File: src/rtl/kws_ram.sv
// Generic simple dual-port RAM: one write port, one read port with registered data.
// No dependencies.
module kws_ram #(
	parameter int WIDTH = 8,
	parameter int DEPTH = 16
) (
	input  logic                     clk,
	input  logic                     we,
	input  logic [$clog2(DEPTH)-1:0] waddr,
	input  logic [WIDTH-1:0]         wdata,
	input  logic [$clog2(DEPTH)-1:0] raddr,
	output logic [WIDTH-1:0]         rdata
);

	logic [WIDTH-1:0] mem [DEPTH];

	always_ff @(posedge clk) begin
		if (we) begin
			mem[waddr] <= wdata;
		end
		rdata <= mem[raddr];
	end

endmodule

File: config.mk
export PLATFORM = sky130hd
export DESIGN_NAME = kws_ram
export DESIGN_NICKNAME = d
export VERILOG_FILES = /design/src/rtl/kws_ram.sv
export SDC_FILE = /design/constraint.sdc
export NUM_CORES = 1
export LEC_CHECK = 0
export BUFFER_PORTS_ARGS = -buffer_cell sky130_fd_sc_hd__buf_2
export CORE_MARGIN = 4
export CORE_UTILIZATION = 65
export DETAILED_ROUTE_END_ITERATION = 8
export MAX_ROUTING_LAYER = met4
export PLACE_DENSITY = 0.84
export SKIP_LAST_GASP = 1
export SLEW_MARGIN = 10
export SYNTH_ARGS = -nofsm -noshare
export SYNTH_HDL_FRONTEND = slang
export SYNTH_SLANG_ARGS = --single-unit
File: constraint.sdc
create_clock -name clk -period 4.5 [get_ports clk]
set_input_delay 0.45 -clock clk [delete_from_list [all_inputs] [get_ports clk]]
set_output_delay 0.45 -clock clk [all_outputs]
set_load 0.01 [all_outputs]
==> impl_metrics.json, run 1 <==
{
  "status": "finished clean",
  "final_nets": 283,
  "cts_made_buffers": 17,
  "cts_setup_buffers": 0,
  "antenna_found_initial": 0,
  "irDropWorstVdd_mv": 0.398,
  "die_h_microns": 97.0,
  "vias": 2487,
  "clock.fmax_mhz": 542,
  "skew_ns": 0.00791,
  "min_period_ns": 1.84,
  "synthAdderAreaFrac": 0,
  "wl_per_cell_microns": 25.7,
  "postPlaceCellArea_sq_mm": 0.00533,
  "seqPwrFrac": 0.515,
  "port_buffers": 25,
  "crit_path_end_kind": "register",
  "synthCells": 229,
  "synth_xor_area_frac": 0,
  "synth_top_family_by_area": "multiplexers",
  "setup_violations": 0,
  "drtAntennaViolNets": 0,
  "ys_ff_latch": 136,
  "wl_met3_microns": 802,
  "syn-num-nets": 247,
  "dr.max_layer_used": "met4",
  "p_sw_frac": 0.200,
  "drv_slew": 0,
  "drt_iter0_markers": 389,
  "final_common_cell": "edfxtp_1",
  "fin_area_sq_mm": 0.00587,
  "p_int_uw": 2220,
  "share_clk_of_total_power": 0.440,
  "ys.warnings.count": 0,
  "cts_hold_repair.buffers": 0,
  "hold_class": "primary input to register",
  "vias_per_cell": 6.56,
  "tightest_slew_ns": 1.09,
  "fin_crit_sh": 0.410,
  "synth.distinct_cells": 19,
  "dpl_worst_slack_ns": 2.05,
  "num_antenna_cells": 0,
  "powerDensity_mw_per_mm2": 472,
  "synth_mux_area_frac": 0.150,
  "syn-cell-area_sq_mm": 0.00515,
  "die-area_sq_mm": 0.00941,
  "place_inst": 348,
  "p_comb_frac": 0.046,
  "cap_viol_max_count": 0,
  "firstDrtPassIters": 5,
  "die_x_microns": 97.0,
  "place_congestion": 0.799,
  "finalHoldViolCount": 0,
  "grt_pass1_wl_microns": 15000,
  "worstSetupPathType": "primary input to register",
  "grt_pass1_vias": 2449,
  "clk_pin_slew_ns": 0.06,
  "p_leak_uw": 0.00196,
  "p_sw_uw": 554,
  "syn_avg_cell_area_sq_um": 22.5,
  "slew_headroom": 0.273,
  "ctsResizeCount": 0,
  "worst_skew_pair.late_latency_ns": 0.51,
  "synth-compound-area-share": 0.0233,
  "grt_overflow": 0,
  "grt_max_degree": 33,
  "drive_gt1_frac": 0.271,
  "stdcell_count": 379,
  "cp_max_fo": 32,
  "yosysSeqAreaShare": 0.778,
  "cts_tree": "done",
  "area_growth_pct": 14.0,
  "drc": 0,
  "start_util": 0.666,
  "cts_root_buf": "clkbuf_8",
  "critPathRequiredTime_ns": 4.88,
  "htree_levels": 4,
  "fillCellCount": 391,
  "routed-wl-met2_microns": 4780,
  "drt_wl_total_microns": 9730,
  "critPathLaunchType": "primary input",
  "worstPathArrival_ns": 2.23,
  "setup_ws_ns": 2.66,
  "fin_util": 0.759,
  "rsz0062_at_grt": "no",
  "io_pins": 26,
  "std_cell_rows": 32,
  "tns_ns": 0,
  "core_area_sq_mm": 0.00773,
  "place_hpwl_microns": 5650,
  "cts.path.max_buffers": 2,
  "synth_simple_gate_area_frac": 0.0318,
  "mostFrequentLayoutCells": "128 x edfxtp_1, 25 x buf_2, 18 x mux4_2, 16 x a22oi_1, 16 x clkbuf_16",
  "wl_met1_microns": 4020,
  "grt_use_total": 0.231,
  "cts.sinks": 136
}
==> cells in the mapped netlist <==
cell | count | area, sq um
dfxtp_1 | 8 | 160
nor2_1 | 13 | 48.8
nand2_1 | 9 | 33.8
clkdlybuf4s25_2 | 3 | 30.0
buf_4 | 1 | 7.51
nand2b_1 | 2 | 12.5
a22oi_1 | 16 | 120
nor2b_1 | 1 | 6.26
and2_1 | 1 | 6.26
buf_6 | 3 | 33.8
and2b_1 | 1 | 7.51
nor3_1 | 4 | 20.0
nand3b_1 | 2 | 15.0
mux4_2 | 18 | 405
mux4_1 | 14 | 368
or3b_2 | 1 | 8.76
nand3_1 | 1 | 5.00
buf_2 | 3 | 15.0
edfxtp_1 | 128 | 3840
==> final timing paths <==
kind,start,end,slack [ns],cells after the start
setup reg to reg,mem[0][6],rdata[6],3.13,3
hold reg to reg,mem[12][2],rdata[2],0.67,3
setup / recovery,raddr[0],rdata[4],2.66,4
hold / removal,wdata[6],mem[0][6],0.31,1
==> cells by family (layout without fill, tap and decap cells) <==
family	count (synthesis)	in the layout
flip-flops	136	136
AND/OR/NAND/NOR	35	35
multiplexers	32	32
AO/OA/AOI/OAI	16	16
buffers and inverters	10	58
==> worst max-delay path, cell delays in order <==
cell,delay [ns]
buf_2,0.74
mux4_1,0.66
a22oi_1,0.28
nand2_1,0.09
==> layout make-up <==
type / count / area [sq um] / share of cell area
clock buffer: 21 / 449 / 0.0765
clock inverter: 10 / 80.1 / 0.0136
multi-input combinational: 83 / 1070 / 0.182
sequential: 136 / 4000 / 0.682
tap: 102 / 128 / 0.0217
timing repair buffer: 27 / 140 / 0.0239
==> per-stage QoR <==
stage | total power, uW | hold WS, ns
detailed placement | 1580 | 0.660
global placement | 1570 | 0.647
finish | 2770 | 0.313
CTS | 2780 | 0.303
floorplan | 1520 | 0.549
global route | 2860 | 0.313
==> sequential cells by signal (all words and copies together), names as in the netlist <==
signal  count
rdata       8
mem       128
==> power groups by stage <==
| stage | Combinational (uW) | Clock, uW | Sequential, uW |
|---|---|---|---|
| 3_3_place_gp | 121 | 0 | 1450 |
| 6_report | 126 | 1220 | 1430 |
| 5_1_grt | 136 | 1300 | 1430 |
| 2_1_floorplan | 71.9 | 0 | 1450 |
| 3_5_place_dp | 125 | 0 | 1450 |
| 4_1_cts | 127 | 1230 | 1430 |
==> metal layers <==
layer	GRT usage	up-vias
met5	-	-
met4	0.0810	0
met3	0.0649	13
met2	0.318	144
met1	0.340	1283
li1	-	1047
(Power assumes the default switching activity.)
==> inputs of run 2 (changes only) <==
CORE_UTILIZATION = 60   (was 65)
PLACE_DENSITY = 0.78   (was 0.84)
clock period = 1.7 ns   (was 4.5 ns; I/O delays follow)
==> impl_metrics.json, run 2 (same netlist as run 1, synthesis figures left out) <==
{
  "status": "finished clean",
  "drive_gt1_frac": 0.316,
  "tightest_slew_ns": 0.418,
  "crit_path_end_kind": "register",
  "grt_pass1_wl_microns": 15100,
  "rrSetupSlack_ns": 0.32,
  "cts_hold_repair.buffers": 0,
  "hold_class": "primary input to register",
  "grt_pass1_vias": 2553,
  "p_leak_uw": 0.00209,
  "finalHoldViolCount": 0,
  "min_period_ns": 1.38,
  "critPathBufInv": 0,
  "cts.sinks": 136,
  "place_hpwl_microns": 5850,
  "crit_slowest_cell": "mux4_2",
  "worst_skew_pair.late_latency_ns": 0.52,
  "drtAntennaViolNets": 0,
  "top_regs": "mem (128), rdata (8)",
  "rsz0062_at_grt": "no",
  "die_x_microns": 101,
  "start_util": 0.620,
  "grt_max_degree": 33,
  "largest_reg_flops": 128,
  "cts_setup_buffers": 0,
  "drv_slew": 0,
  "core_area_sq_mm": 0.00830,
  "htree_levels": 4,
  "num_antenna_cells": 0,
  "crit_family": "multiplexers",
  "drt_iter0_markers": 212,
  "dr.max_layer_used": "met4",
  "cts_tree": "done",
  "critPathLaunchType": "register",
  "grt_use_total": 0.224,
  "port_buffers": 25,
  "routed-wl-met2_microns": 5050,
  "final_nets": 303,
  "powerDensity_mw_per_mm2": 1240,
  "critPathRequiredTime_ns": 2.09,
  "clk_pin_slew_ns": 0.06,
  "power_uw": 7520,
  "worstPathArrival_ns": 1.77,
  "worstPathCellList": "mux4_2 > a22oi_1 > nand2_1",
  "startpoint": "mem[3][7]",
  "final_common_cell": "edfxtp_1",
  "die-area_sq_mm": 0.0101,
  "wl_met3_microns": 683,
  "min-delay-start": "wdata[3]",
  "cap_viol_max_count": 0,
  "die_h_microns": 101,
  "wl_met1_microns": 3740,
  "drc": 0,
  "area_growth_pct": 18.2,
  "tns_ns": 0,
  "drt_wl_total_microns": 9670,
  "slowest_delay_ns": 0.49,
  "regArea_sq_mm": 0.00400,
  "clock.fmax_mhz": 727,
  "vias_per_cell": 6.11,
  "cts.path.max_buffers": 2,
  "multi_input_area_sq_mm": 0.00106,
  "cts_root_buf": "clkbuf_8",
  "cts_made_buffers": 17,
  "timing.rr.start": "mem[3][7]",
  "grt_overflow": 0,
  "largest-register": "mem",
  "place_congestion": 0.788,
  "firstDrtPassIters": 5,
  "std_cell_rows": 33,
  "mostFrequentLayoutCells": "128 x edfxtp_1, 25 x buf_2, 18 x mux4_2, 18 x buf_4",
  "setup_violations": 0,
  "worstSetupPathType": "register to register",
  "fillCellCount": 476,
  "ctsResizeCount": 0,
  "cp_max_fo": 1,
  "irDropWorstVdd_mv": 0.802,
  "vias": 2457,
  "io_pins": 26,
  "antenna_found_initial": 0,
  "slew_headroom": 0.722,
  "wl_per_cell_microns": 24.0,
  "skew_ns": 0.0167,
  "fin_crit_sh": 0.809
}
-- run 2: cell count changes in the layout (fill, tap and decap cells not counted), sizes merged --
cell,change
buf,+20
clkbuf,-3
clkinv,+3
bufinv,+1
clkinvlp,-1
-- run 2: final timing paths --
check               to  depth (start not counted)
max           rdata[7]                          3
min          mem[2][3]                          1
max reg2reg   rdata[7]                          3
min reg2reg   rdata[2]                          3
-- run 2: power by group --
part           switching (uW)  leakage (uW)  internal [uW]  total (uW)
clock                    1320      0.000265           2060        3380
sequential               26.9       0.00122           3750        3780
combinational             198      0.000604            162         359
-- run 2: layout make-up --
cell class	count	area share
Sequential cell	136	0.658
Multi-Input combinational cell	83	0.174
Clock buffer	18	0.0687
Timing Repair Buffer	47	0.0559
Clock inverter	13	0.0218
Tap cell	105	0.0216
-- run 2: worst reg2reg max path, stage by stage (launching register included) --
cell,delay (ns)
edfxtp_1,0.37
mux4_2,0.49
a22oi_1,0.29
nand2_1,0.09
-- run 2: metrics by stage --
step	setup slack, ns	hold WS (ns)	instance area [sq um]	util	cells
floorplan	0.0371	0.269	5150	-	229
CTS	0.302	0.0131	6080	0.733	402
global placement	0.115	0.551	5530	0.667	371
detailed placement	0.110	0.561	5530	0.667	371
global route	0.263	0.0382	6080	0.733	402
finish	0.324	0.0311	6080	0.733	402
-- run 2: routing by layer --
layer | global-route usage | vias to the layer above
met1 | 0.291 | 1262
li1 | - | 1084
met3 | 0.0567 | 17
met5 | - | -
met4 | 0.0839 | 0
met2 | 0.346 | 94
==> inputs of run 3 (changes only) <==
CORE_UTILIZATION = 54   (was 60)
PLACE_DENSITY = 0.74   (was 0.78)
clock period = 1.25 ns   (was 1.7 ns; I/O delays follow)
==> impl_metrics.json, run 3 (same netlist as run 1, synthesis figures left out) <==
{
  "status": "finished, violations left",
  "violations": "setup timing",
  "grt_overflow": 0,
  "wl_per_cell_microns": 23.6,
  "slowest_delay_ns": 0.54,
  "use_met3": 0.0521,
  "place_inst": 403,
  "stdcell_count": 443,
  "core_area_sq_mm": 0.00924,
  "place_hpwl_microns": 6400,
  "cts_root_buf": "clkbuf_8",
  "whs_ns": 0.154,
  "gr-usage-met2": 0.322,
  "grt_pass1_wl_microns": 16300,
  "hold_class": "primary input to register",
  "drv_slew": 0,
  "worstSetupPathType": "register to register",
  "critPathRequiredTime_ns": 1.64,
  "p_comb_frac": 0.054,
  "p_sw_frac": 0.202,
  "drive_gt1_frac": 0.424,
  "use_met1": 0.283,
  "die_x_microns": 106,
  "start_util": 0.557,
  "setup_ws_ns": -0.0841,
  "crit_path_end_kind": "register",
  "firstDrtPassIters": 4,
  "htree_levels": 4,
  "cap_viol_max_count": 0,
  "irDropWorstVdd_mv": 1.31,
  "antenna_found_initial": 0,
  "seqPwrFrac": 0.474,
  "min_period_ns": 1.33,
  "fin_util": 0.692,
  "p_leak_uw": 0.00217,
  "p_sw_uw": 2190,
  "crit_family": "multiplexers",
  "setup_violations": 5,
  "worstPathCellList": "mux4_2 > a22oi_2 > nand2_1",
  "skew_ns": 0.00648,
  "drt_wl_total_microns": 10500,
  "final_nets": 319,
  "share_clk_of_total_power": 0.472,
  "area_growth_pct": 24.2,
  "worst_skew_pair.late_latency_ns": 0.51,
  "io_pins": 26,
  "largest-register": "mem",
  "die_h_microns": 106,
  "drc": 0,
  "slew_headroom": 0.372,
  "top_regs": "mem (128), rdata (8)",
  "fin_area_sq_mm": 0.00639,
  "drtAntennaViolNets": 0,
  "cts_tree": "done",
  "critPathLaunchType": "register",
  "fin_crit_sh": 1.07,
  "powerDensity_mw_per_mm2": 1690,
  "crit_slowest_cell": "mux4_2",
  "cts.path.max_buffers": 2,
  "die-area_sq_mm": 0.0112,
  "place_congestion": 0.734,
  "finalHoldViolCount": 0,
  "critPathBufInv": 0,
  "grt_use_total": 0.212,
  "clk_pin_slew_ns": 0.06,
  "cts_made_buffers": 17,
  "drt_iter0_markers": 260,
  "final_common_cell": "edfxtp_1",
  "mostFrequentLayoutCells": "128 x edfxtp_1, 30 x mux4_2, 25 x buf_2, 23 x buf_4, 16 x clkbuf_16",
  "rsz0062_at_grt": "yes",
  "port_buffers": 25,
  "tightest_slew_ns": 0.938,
  "p_int_uw": 8630,
  "num_antenna_cells": 0,
  "vias_per_cell": 5.62,
  "postPlaceCellArea_sq_mm": 0.00569,
  "busiest_layer": "met2",
  "largest_reg_flops": 128,
  "clock.fmax_mhz": 750,
  "vias": 2489,
  "cp_max_fo": 1,
  "grt_pass1_vias": 2667,
  "cts_setup_buffers": 0,
  "cts.sinks": 136,
  "worstPathArrival_ns": 1.73,
  "grt_max_degree": 23,
  "std_cell_rows": 35
}
## run 3: timing repair
item	in CTS	in global routing
pin swaps	6	7
hold buffers	8	0
endpoints found under the setup margin	8	8
hold endpoints to repair	105	0
resized for setup	14	8
## run 3: final timing paths
kind                                 start        end  slack [ns]  cells after the start
worst min register to register  mem[14][5]   rdata[5]        0.68                      3
worst max-delay path             mem[4][5]   rdata[5]       -0.08                      3
worst min-delay path              waddr[1]  mem[0][1]        0.15                      3
worst max register to register   mem[4][5]   rdata[5]       -0.08                      3
## run 3: cell type report
type,count,area (sq um)
clock buffer,18,418
clock inverter,14,199
fill,563,2850
multi-input combinational,83,1090
sequential,136,4000
tap,129,161
timing repair buffer,63,518
## run 3: per-layer routing
| layer | vias to the layer above | share of wire |
|---|---|---|
| met3 | 12 | 0.061 |
| li1 | 1105 | - |
| met4 | 0 | 0.017 |
| met2 | 82 | 0.51 |
| met5 | - | 0 |
| met1 | 1290 | 0.41 |
## run 3: tightest hold or removal path: cells and delay by family
kind                   cells  cell delay, ns
buffers and inverters      2            0.31
AND/OR/NAND/NOR            1            0.06
## run 3: metrics by stage
step,setup WS (ns),TNS (ns),total power (uW)
floorplan,-0.0115,-0.0529,5500
global placement,-0.294,-4.44,5740
detailed placement,-0.303,-4.90,5750
CTS,-0.100,-0.354,10900
global route,-0.147,-0.622,11200
finish,-0.0841,-0.302,10800
## run 3: power by group through the flow
stage / sequential, uW / clock, uW / combinational, uW
2_1_floorplan: 5230 / 0 / 267
3_3_place_gp: 5220 / 0 / 520
3_5_place_dp: 5220 / 0 / 532
4_1_cts: 5130 / 5180 / 579
5_1_grt: 5140 / 5410 / 632
6_report: 5130 / 5110 / 582
