$ cat src/rtl/kws_pkg.sv
// Shared types and constants for the keyed window statistics table.
// No dependencies.
package kws_pkg;

	localparam int SECTIONS   = 64;
	localparam int SLOT_W     = $clog2(SECTIONS);
	localparam int USED_W     = SLOT_W + 1;
	localparam int HIST_DEPTH = 256;
	localparam int POS_W      = $clog2(HIST_DEPTH);
	localparam int FILL_W     = POS_W + 1;
	localparam int KEY_W      = 32;
	localparam int SAMPLE_W   = 24;
	localparam int SUM_W      = 32;
	localparam int CNT_W      = 32;
	localparam int STATUS_W   = 3;
	localparam int HADDR_W    = SLOT_W + POS_W;

	typedef enum logic [STATUS_W-1:0] {
		ST_EXISTING = 3'd0,
		ST_CREATED  = 3'd1,
		ST_FULL     = 3'd2,
		ST_PAUSED   = 3'd3,
		ST_CLEARED  = 3'd4
	} status_t;

	typedef struct packed {
		logic [POS_W-1:0]    pos;
		logic [FILL_W-1:0]   fill;
		logic [SUM_W-1:0]    sum;
		logic [SAMPLE_W-1:0] last;
		logic [SAMPLE_W-1:0] peak;
		logic [CNT_W-1:0]    count;
	} stats_t;

	localparam int STATS_W = $bits(stats_t);

endpackage

$ cat src/rtl/kws_div.sv
// Restoring divider, one quotient bit per cycle: window sum over fill count.
// Depends on kws_pkg.
module kws_div (
	input  logic                        clk,
	input  logic                        arst_n,
	input  logic                        start,
	input  logic [kws_pkg::SUM_W-1:0]   dividend,
	input  logic [kws_pkg::FILL_W-1:0]  divisor,
	output logic                        done,
	output logic [kws_pkg::SAMPLE_W-1:0] quotient
);
	import kws_pkg::*;

	localparam int CW = $clog2(SUM_W + 1);

	logic              busy_q;
	logic              done_q;
	logic [CW-1:0]     cnt_q;
	logic [SUM_W-1:0]  q_q;
	logic [FILL_W-1:0] rem_q;
	logic [FILL_W-1:0] div_q;
	logic [FILL_W:0]   shifted;
	logic              ge;

	assign shifted = {rem_q, q_q[SUM_W-1]};
	assign ge      = shifted >= {1'b0, div_q};

	always_ff @(posedge clk or negedge arst_n) begin
		if (!arst_n) begin
			busy_q <= 1'b0;
			done_q <= 1'b0;
			cnt_q  <= '0;
		end else begin
			done_q <= 1'b0;
			if (start) begin
				busy_q <= 1'b1;
				cnt_q  <= CW'(SUM_W);
			end else if (busy_q) begin
				cnt_q <= cnt_q - 1'b1;
				if (cnt_q == CW'(1)) begin
					busy_q <= 1'b0;
					done_q <= 1'b1;
				end
			end
		end
	end

	always_ff @(posedge clk) begin
		if (start) begin
			q_q   <= dividend;
			rem_q <= '0;
			div_q <= divisor;
		end else if (busy_q) begin
			q_q   <= {q_q[SUM_W-2:0], ge};
			rem_q <= ge ? FILL_W'(shifted - {1'b0, div_q}) : FILL_W'(shifted);
		end
	end

	assign done     = done_q;
	assign quotient = q_q[SAMPLE_W-1:0];

endmodule

$ cat config.mk
export PLATFORM = sky130hd
export DESIGN_NAME = kws_div
export DESIGN_NICKNAME = d
export VERILOG_FILES = /design/src/rtl/kws_pkg.sv /design/src/rtl/kws_div.sv
export SDC_FILE = /design/constraint.sdc
export NUM_CORES = 1
export LEC_CHECK = 0
export BUFFER_PORTS_ARGS = -buffer_cell sky130_fd_sc_hd__buf_2
export CAP_MARGIN = 20
export CORE_MARGIN = 1
export CORE_UTILIZATION = 25
export DETAILED_ROUTE_END_ITERATION = 12
export SLEW_MARGIN = 5
export SYNTH_ARGS = -nofsm -noshare
export SYNTH_HDL_FRONTEND = slang
export SYNTH_SLANG_ARGS = --single-unit
$ cat constraint.sdc
create_clock -name clk -period 2.9 [get_ports clk]
set_input_delay 0.58 -clock clk [delete_from_list [all_inputs] [get_ports clk]]
set_output_delay 0.58 -clock clk [all_outputs]
set_load 0.02 [all_outputs]
==> flow_metrics.tcl, run 1 <==
set metrics [dict create \
    fp.dieH_um 113 \
    yosysWarningCount 0 \
    ys_ff_latch 58 \
    hold_class "in2async" \
    fillers 1192 \
    synthCells 248 \
    ir_worst_vdd_mv 0.354 \
    cts_tree "built" \
    power_frac_comb_pct 32.9 \
    start_kind "register" \
    async_flop_share_pct 13.8 \
    fin_crit_ps 2490 \
    wl_met3_um 402 \
    cap_violations 0 \
    synth-edff-count 41 \
    insertion_delay_ps 320 \
    synth-main-ff-cell "edfxtp_1" \
    clock_power_share_pct 31.1 \
    power_switching_mw 1.06 \
    grt_antenna_before_repair 0 \
    row_count 40 \
    drc 0 \
    crit_arrival_ps 2560 \
    drv_slew 0 \
    wl_per_cell_um 13.0 \
    end_kind "register" \
    crit_path_start "q_q[31]" \
    wirelength_met1_mm 2.57 \
    gp_congestion 0.768 \
    final-setup-viol-count 0 \
    syn_nets 304 \
    vias_per_cell 4.42 \
    fin_setup_tns_ps 0 \
    status "completed" \
    die_w_um 113 \
    seqPwrFrac_pct 36.0 \
    nets 354 \
    crit_type "reg2reg" \
    fmax_ghz 0.402 \
    wl_mm 5.87 \
    drt_iter0_drc 71 \
    synth-seq-area-share_pct 52.6 \
    core_area_um2 12000 \
    port_buffers 68 \
    layout-drive-gt1-share_pct 40.9 \
    grt-ovfl-total 0 \
    area_growth_pct 20.6 \
    total_power_mw 3.33 \
    crit_fanout 8 \
    insertedDiodeCount 0 \
    internal-power_mw 2.27 \
    final_antenna_net_count 0 \
    grt_pass1_vias 1991 \
    path_clk_slew_ps 50 \
    grt_pass1_wl_mm 9.76 \
    wl_met2_mm 2.78 \
    grt_usage_pct 10.2 \
    timing.final.ws_setup_ps 415 \
    cts_sinks 58 \
    holdBufCountCts 0 \
    p_leak_nw 1.58 \
    netlist_area_um2 3060 \
    cts-buffers-inserted 9 \
    cts_max_level 3 \
    cts.path.max_buffers 2 \
    dp_worst_setup_slack_ps 411 \
    r2r-start "q_q[31]" \
    hold_viol 0 \
    slew_headroom_pct 65.3 \
    cts_resized 0 \
    die_area_um2 12700 \
    start_util_pct 25.6 \
    sw_frac_of_total_pct 31.9 \
    ys_types 42 \
    worstPathRequired_ps 2970 \
    post_cts_buffers 0 \
    firstDrtPassIters 4 \
    clock_skew_ps 5.03 \
    dpl.hpwl_mm 4.16 \
    worst_pin_slew_ps 513 \
    cts_root_buffer "clkbuf_16" \
    grt_max_degree 33 \
    fin_crit_sh_pct 85.7 \
    pin_count 69 \
    vias 1987 \
    avgSynthCellArea_um2 12.3 \
    topRoutingLayerUsed "met4" \
    cellPowerDensity_nw_per_um2 902 \
    rsz0062_at_grt "no" \
]
==> power by group through the flow <==
stage / registers (mW) / logic (mW) / clock network (mW)
after detailed placement: 1.21 / 1.10 / 0
after CTS: 1.20 / 1.11 / 1.07
after global routing: 1.22 / 1.22 / 1.10
after global placement: 1.21 / 1.07 / 0
after floorplan: 1.18 / 0.925 / 0
final: 1.20 / 1.10 / 1.04
==> flip-flops by register name (all words and copies together), names as in the netlist <==
name and count:
cnt_q 6, rem_q 9, busy_q 1, div_q 9, done 1, q_q 32
==> routing by layer <==
layer / vias to the layer above / GRT usage, %
met5: - / 0
met4: 0 / 5.60
met3: 7 / 4.32
met2: 62 / 16.0
met1: 936 / 11.7
li1: 982 / -
==> cell type report <==
class / count / area (µm²) / share of cell area [%]
flip-flops and latches: 58 / 1610 / 43.6
multi-input cells: 142 / 1180 / 31.9
repair buffers: 73 / 378 / 10.2
clock buffers: 13 / 250 / 6.78
well taps: 147 / 184 / 4.98
inverters: 14 / 52.6 / 1.42
clock inverters: 3 / 40.0 / 1.08
==> cells in the final DEF, fill, tap and decap left out, types with 5 or more instances in the layout <==
cell       count
edfxtp_1      41
ha_1          11
nand2_1        8
a21oi_1        7
dfxtp_1        9
a211oi_1       8
dfrtp_1        8
mux2i_1        6
nor2_1        23
clkbuf_16      9
buf_4          5
mux2_2        33
inv_1         14
buf_2         68
==> worst max-delay path, cell delays in order, from the launching register on <==
cell and delay, ps:
edfxtp_1 380, inv_1 70, ha_1 150, inv_1 50
fa_1 390, a211oi_1 320, o21a_1 270, o211ai_2 250
mux2_2 360
==> metrics by stage <==
stage                     hold slack, ps  instances  instance area (µm²)  utilization, %
after floorplan                      284        248                 3060               -
after global placement               434        434                 3400            28.5
after detailed placement             436        434                 3400            28.5
after CTS                           80.7        450                 3690            30.9
after global routing                83.9        450                 3690            30.9
final                               90.0        450                 3690            30.9
==> cell families after synthesis <==
logic type | share of synthesized area (%)
adders and majority gates | 5.15
AOI/OAI and AO/OA | 8.17
buffers and inverters | 8.91
DFF | 52.6
and+or+nand+nor | 8.75
muxes | 14.1
xor gates and xnor gates | 2.29
==> Yosys cell counts, types with 4 or more instances <==
library cell / number / share of area [%]
a211oi_1: 8 / 2.0
a21oi_1: 7 / 1.1
buf_4: 24 / 5.9
clkbuf_1: 5 / 0.61
dfrtp_1: 8 / 6.5
dfxtp_1: 9 / 5.9
edfxtp_1: 41 / 40
ha_1: 11 / 4.5
inv_1: 14 / 1.7
mux2_2: 33 / 12
mux2i_1: 6 / 2.0
nand2_1: 8 / 0.98
nor2_1: 23 / 2.8
o211ai_1: 4 / 0.98
xnor2_1: 4 / 1.1
xor2_1: 4 / 1.1
==> path summary, 6_finish.rpt <==
path | to | slack (ps) | cells past startpoint
max | q_q[0] | 410 | 8
max in group asynchronous | cnt_q[5] | 2640 | 1
min in group clk | div_q[0] | 430 | 1
min | cnt_q[4] | 90 | 1
max reg2reg | q_q[0] | 410 | 8
min reg2reg | rem_q[2] | 490 | 2
Power figures use the tool's default switching activity.
==> run 2, diff against run 1 <==
- CTS_BUF_LIST: not set -> sky130_fd_sc_hd__clkbuf_16
==> flow_metrics.tcl, run 2 (synthesis gave the netlist of run 1 again) <==
set metrics [dict create \
    reg2reg_depth 8 \
    grt_pass1_wl_mm 9.76 \
    final_common_cell "buf_2" \
    max_stage_delay_ps 390 \
    final_cell_mix "68 x buf_2, 41 x edfxtp_1, 33 x mux2_2" \
    multiInputGateArea_um2 1180 \
    r2r-start "q_q[31]" \
    seqCellArea_um2 1610 \
    crit_arrival_ps 2560 \
    crit_fanout 8 \
    die_area_um2 12700 \
    dp_worst_setup_slack_ps 411 \
    layout-drive-gt1-share_pct 40.6 \
    cts_sinks 58 \
    area_growth_pct 20.3 \
    top_register "q_q" \
    cap_violations 0 \
    drv_slew 0 \
    grt_pass1_vias 1991 \
    drc 0 \
    grt_usage_pct 10.2 \
    row_count 40 \
    dpl.hpwl_mm 4.16 \
    insertedDiodeCount 0 \
    crit_type "reg2reg" \
    largest_register_ffs 32 \
    end_kind "register" \
    cts_tree "built" \
    final_antenna_net_count 0 \
    cellPowerDensity_nw_per_um2 894 \
    worst_pin_slew_ps 513 \
    worstPathRequired_ps 2970 \
    fillers 1193 \
    place_area_um2 3400 \
    path_clk_slew_ps 50 \
    fin_setup_tns_ps 0 \
    die_w_um 113 \
    nets 354 \
    wl_per_cell_um 13.0 \
    grt_max_degree 33 \
    port_buffers 68 \
    insertion_delay_ps 320 \
    worst-path-buf-inv 2 \
    drt_iter0_drc 71 \
    cts_root_buffer "clkbuf_16" \
    start_util_pct 25.6 \
    post_cts_buffers 0 \
    clock_skew_ps 5.03 \
    cts_resized 0 \
    fin_crit_ps 2480 \
    cp_cell_sequence "inv_1, ha_1, inv_1, fa_1, a211oi_1, o21a_1, o211ai_2, mux2_2" \
    holdBufCountCts 0 \
    wl_mm 5.87 \
    fin_crit_sh_pct 85.7 \
    grt_antenna_before_repair 0 \
    rrSetupSlack_ps 420 \
    holdWs_ps 90.3 \
    vias_per_cell 4.42 \
    cts.path.max_buffers 2 \
    hold_class "in2async" \
    cts-buffers-inserted 9 \
    pin_count 69 \
    cts_max_level 3 \
    r2r_end "q_q[0]" \
    final_core_utilization_pct 30.8 \
    status "completed" \
    crit_top_cell "inv_1" \
    p_leak_nw 1.58 \
    fmax_ghz 0.403 \
    slew_headroom_pct 65.3 \
    timing.final.ws_setup_ps 416 \
    critPathSlowestCell "fa_1" \
    core_area_um2 12000 \
    start_kind "register" \
    rsz0062_at_grt "no" \
    final-setup-viol-count 0 \
    firstDrtPassIters 4 \
    grt-ovfl-total 0 \
    top_regs "q_q (32), div_q (9), rem_q (9)" \
    gp_congestion 0.768 \
    vias 1988 \
    ir_worst_vdd_mv 0.353 \
    stdcell_area_um2 3680 \
    cpLargestDelayFamily "compound AO/OA/AOI/OAI gates" \
    fp.dieH_um 113 \
    hold_viol 0 \
]
[run 2: cell types whose count changed in the layout (fill, tap and decap cells not counted)]
cell / previous run / this run
clkbuf_1: 3 / 0
inv_1: 14 / 17
clkbuf_8: 1 / 0
clkinv_1: 0 / 1
[run 2: how the worst max path moves through the flow]
stage	slack, ps	from	depth (start not counted)	to
6_report	420	q_q[31]	8	q_q[0]
5_1_grt	260	q_q[31]	8	q_q[0]
4_1_cts	400	q_q[31]	8	q_q[0]
3_5_place_dp	410	q_q[31]	8	q_q[0]
3_3_place_gp	490	q_q[31]	8	q_q[0]
2_1_floorplan	550	q_q[31]	8	q_q[0]
[run 2: cell type report]
class                   count  share of cell area, %
repair buffers             73                   10.3
well taps                 147                   4.99
multi-input cells         142                   32.0
clock buffers               9                   6.11
inverters                  14                   1.43
clock inverters             7                   1.49
flip-flops and latches     58                   43.8
[run 2: report_power, final]
part	total [mW]	internal, mW	switching (mW)
sequential	1.20	1.09	0.114
clock	0.998	0.648	0.350
combinational	1.10	0.497	0.599
total	3.29	2.23	1.06
[run 2: through the flow]
stage               power (mW)  std cells
finish                    3.29        450
CTS                       3.34        450
global route              3.51        450
global placement          2.28        434
detailed placement        2.32        434
floorplan                 2.11        248
[run 2: per-layer routing]
layer	part of all wire (%)	track usage [%]	up-vias	wire length, µm
li1	-	-	982	-
met1	44	11.7	937	2570
met2	47	16.0	62	2780
met3	6.8	4.32	7	402
met4	2.0	5.60	0	119
met5	0	0	-	0
==> run 3, diff against run 2 <==
- CELL_PAD_IN_SITES_DETAIL_PLACEMENT: not set -> 1
- CELL_PAD_IN_SITES_GLOBAL_PLACEMENT: not set -> 1
- PLACE_DENSITY_LB_ADDON: not set -> 0.1
==> flow_metrics.tcl, run 3 (synthesis gave the netlist of run 1 again) <==
set metrics [dict create \
    status "completed" \
    layout-drive-gt1-share_pct 41.3 \
    final_antenna_net_count 0 \
    fin_crit_sh_pct 85.8 \
    clock_skew_ps 9.74 \
    grt_antenna_before_repair 0 \
    cts_sinks 58 \
    top_register "q_q" \
    dp.cells 434 \
    fin_crit_ps 2490 \
    hold_class "in2async" \
    holdWs_ps 85.6 \
    insertedDiodeCount 0 \
    insertion_delay_ps 340 \
    rrSetupSlack_ps 410 \
    vias 2020 \
    worst_pin_slew_ps 646 \
    fin_cells 450 \
    port_buffers 68 \
    drt_iter0_drc 38 \
    fillers 1303 \
    wl_mm 6.57 \
    vias_per_cell 4.49 \
    start_kind "register" \
    grt_max_degree 46 \
    final_common_cell "buf_2" \
    grt_usage_pct 11.5 \
    cts_resized 0 \
    firstDrtPassIters 3 \
    start_util_pct 25.6 \
    area_growth_pct 19.7 \
    fmax_ghz 0.402 \
    final_core_utilization_pct 30.6 \
    worstPathRequired_ps 2980 \
    fin_setup_tns_ps 0 \
    core_area_um2 12000 \
    grt_pass1_wl_mm 10.8 \
    total_power_mw 3.27 \
    row_count 40 \
    drc 0 \
    die_area_um2 12700 \
    largest_register_ffs 32 \
    pin_count 69 \
    reg2reg_depth 8 \
    cts-buffers-inserted 9 \
    post_cts_buffers 0 \
    drv_slew 0 \
    nets 354 \
    cts.path.max_buffers 2 \
    crit_arrival_ps 2570 \
    rsz0062_at_grt "no" \
    cap_violations 0 \
    end_kind "register" \
    p_leak_nw 1.56 \
    final_cell_mix "68 x buf_2, 41 x edfxtp_1, 33 x mux2_2" \
    grt-ovfl-total 0 \
    hold_viol 0 \
    path_clk_slew_ps 50 \
    die_w_um 113 \
    top_regs "q_q (32), div_q (9), rem_q (9)" \
    final-setup-viol-count 0 \
    crit_fanout 8 \
    crit_path_start "q_q[31]" \
    cts_tree "built" \
    wl_per_cell_um 14.6 \
    r2r_end "q_q[0]" \
    cts_root_buffer "clkbuf_16" \
    ir_worst_vdd_mv 0.416 \
    cellPowerDensity_nw_per_um2 891 \
    grt_pass1_vias 2118 \
    fp.dieH_um 113 \
    holdBufCountCts 0 \
    cts_max_level 3 \
    gp_congestion 0.710 \
    r2r-start "q_q[31]" \
    slew_headroom_pct 56.3 \
    crit_type "reg2reg" \
    dpl.hpwl_mm 4.62 \
]
[run 3: metal layers]
metal,vias up,GRT usage [%],share of wire (%)
met2,50,17.3,45
met5,-,0,0
met1,983,13.5,46
met3,9,5.99,7.3
met4,0,5.33,1.8
li1,978,-,-
[run 3: worst max-delay path by stage]
stage | end | cells past startpoint
2_1_floorplan | q_q[0] | 8
3_3_place_gp | q_q[0] | 8
3_5_place_dp | q_q[0] | 8
4_1_cts | q_q[0] | 8
5_1_grt | rem_q[6] | 9
6_report | q_q[0] | 8
[run 3: worst max-delay path: stages, from the launching register on]
cell and delay, ps:
edfxtp_1 380, inv_1 70, ha_1 150, inv_1 50, fa_1 400, a211oi_1 300, o21a_1 270, o211ai_2 260
mux2_2 360
[run 3: metrics by stage]
stage                     setup slack, ps  instance area (µm²)
after floorplan                       548                 3060
after global placement                428                 3400
after detailed placement              426                 3400
after CTS                             395                 3670
after global routing                  269                 3670
final                                 411                 3670
[run 3: layout make-up]
class | instances | area [µm²] | share of cell area (%)
Tap cell | 147 | 184 | 5.02
Multi-Input combinational cell | 142 | 1180 | 32.1
Clock buffer | 9 | 225 | 6.14
Timing Repair Buffer | 73 | 378 | 10.3
Sequential cell | 58 | 1610 | 44.0
Clock inverter | 7 | 37.5 | 1.02
Inverter | 14 | 52.6 | 1.43
[run 3: power breakdown]
part	total (mW)	internal, mW	switching (mW)
logic	1.12	0.497	0.618
registers	1.20	1.09	0.118
clock network	0.947	0.565	0.382
total	3.27	2.15	1.12
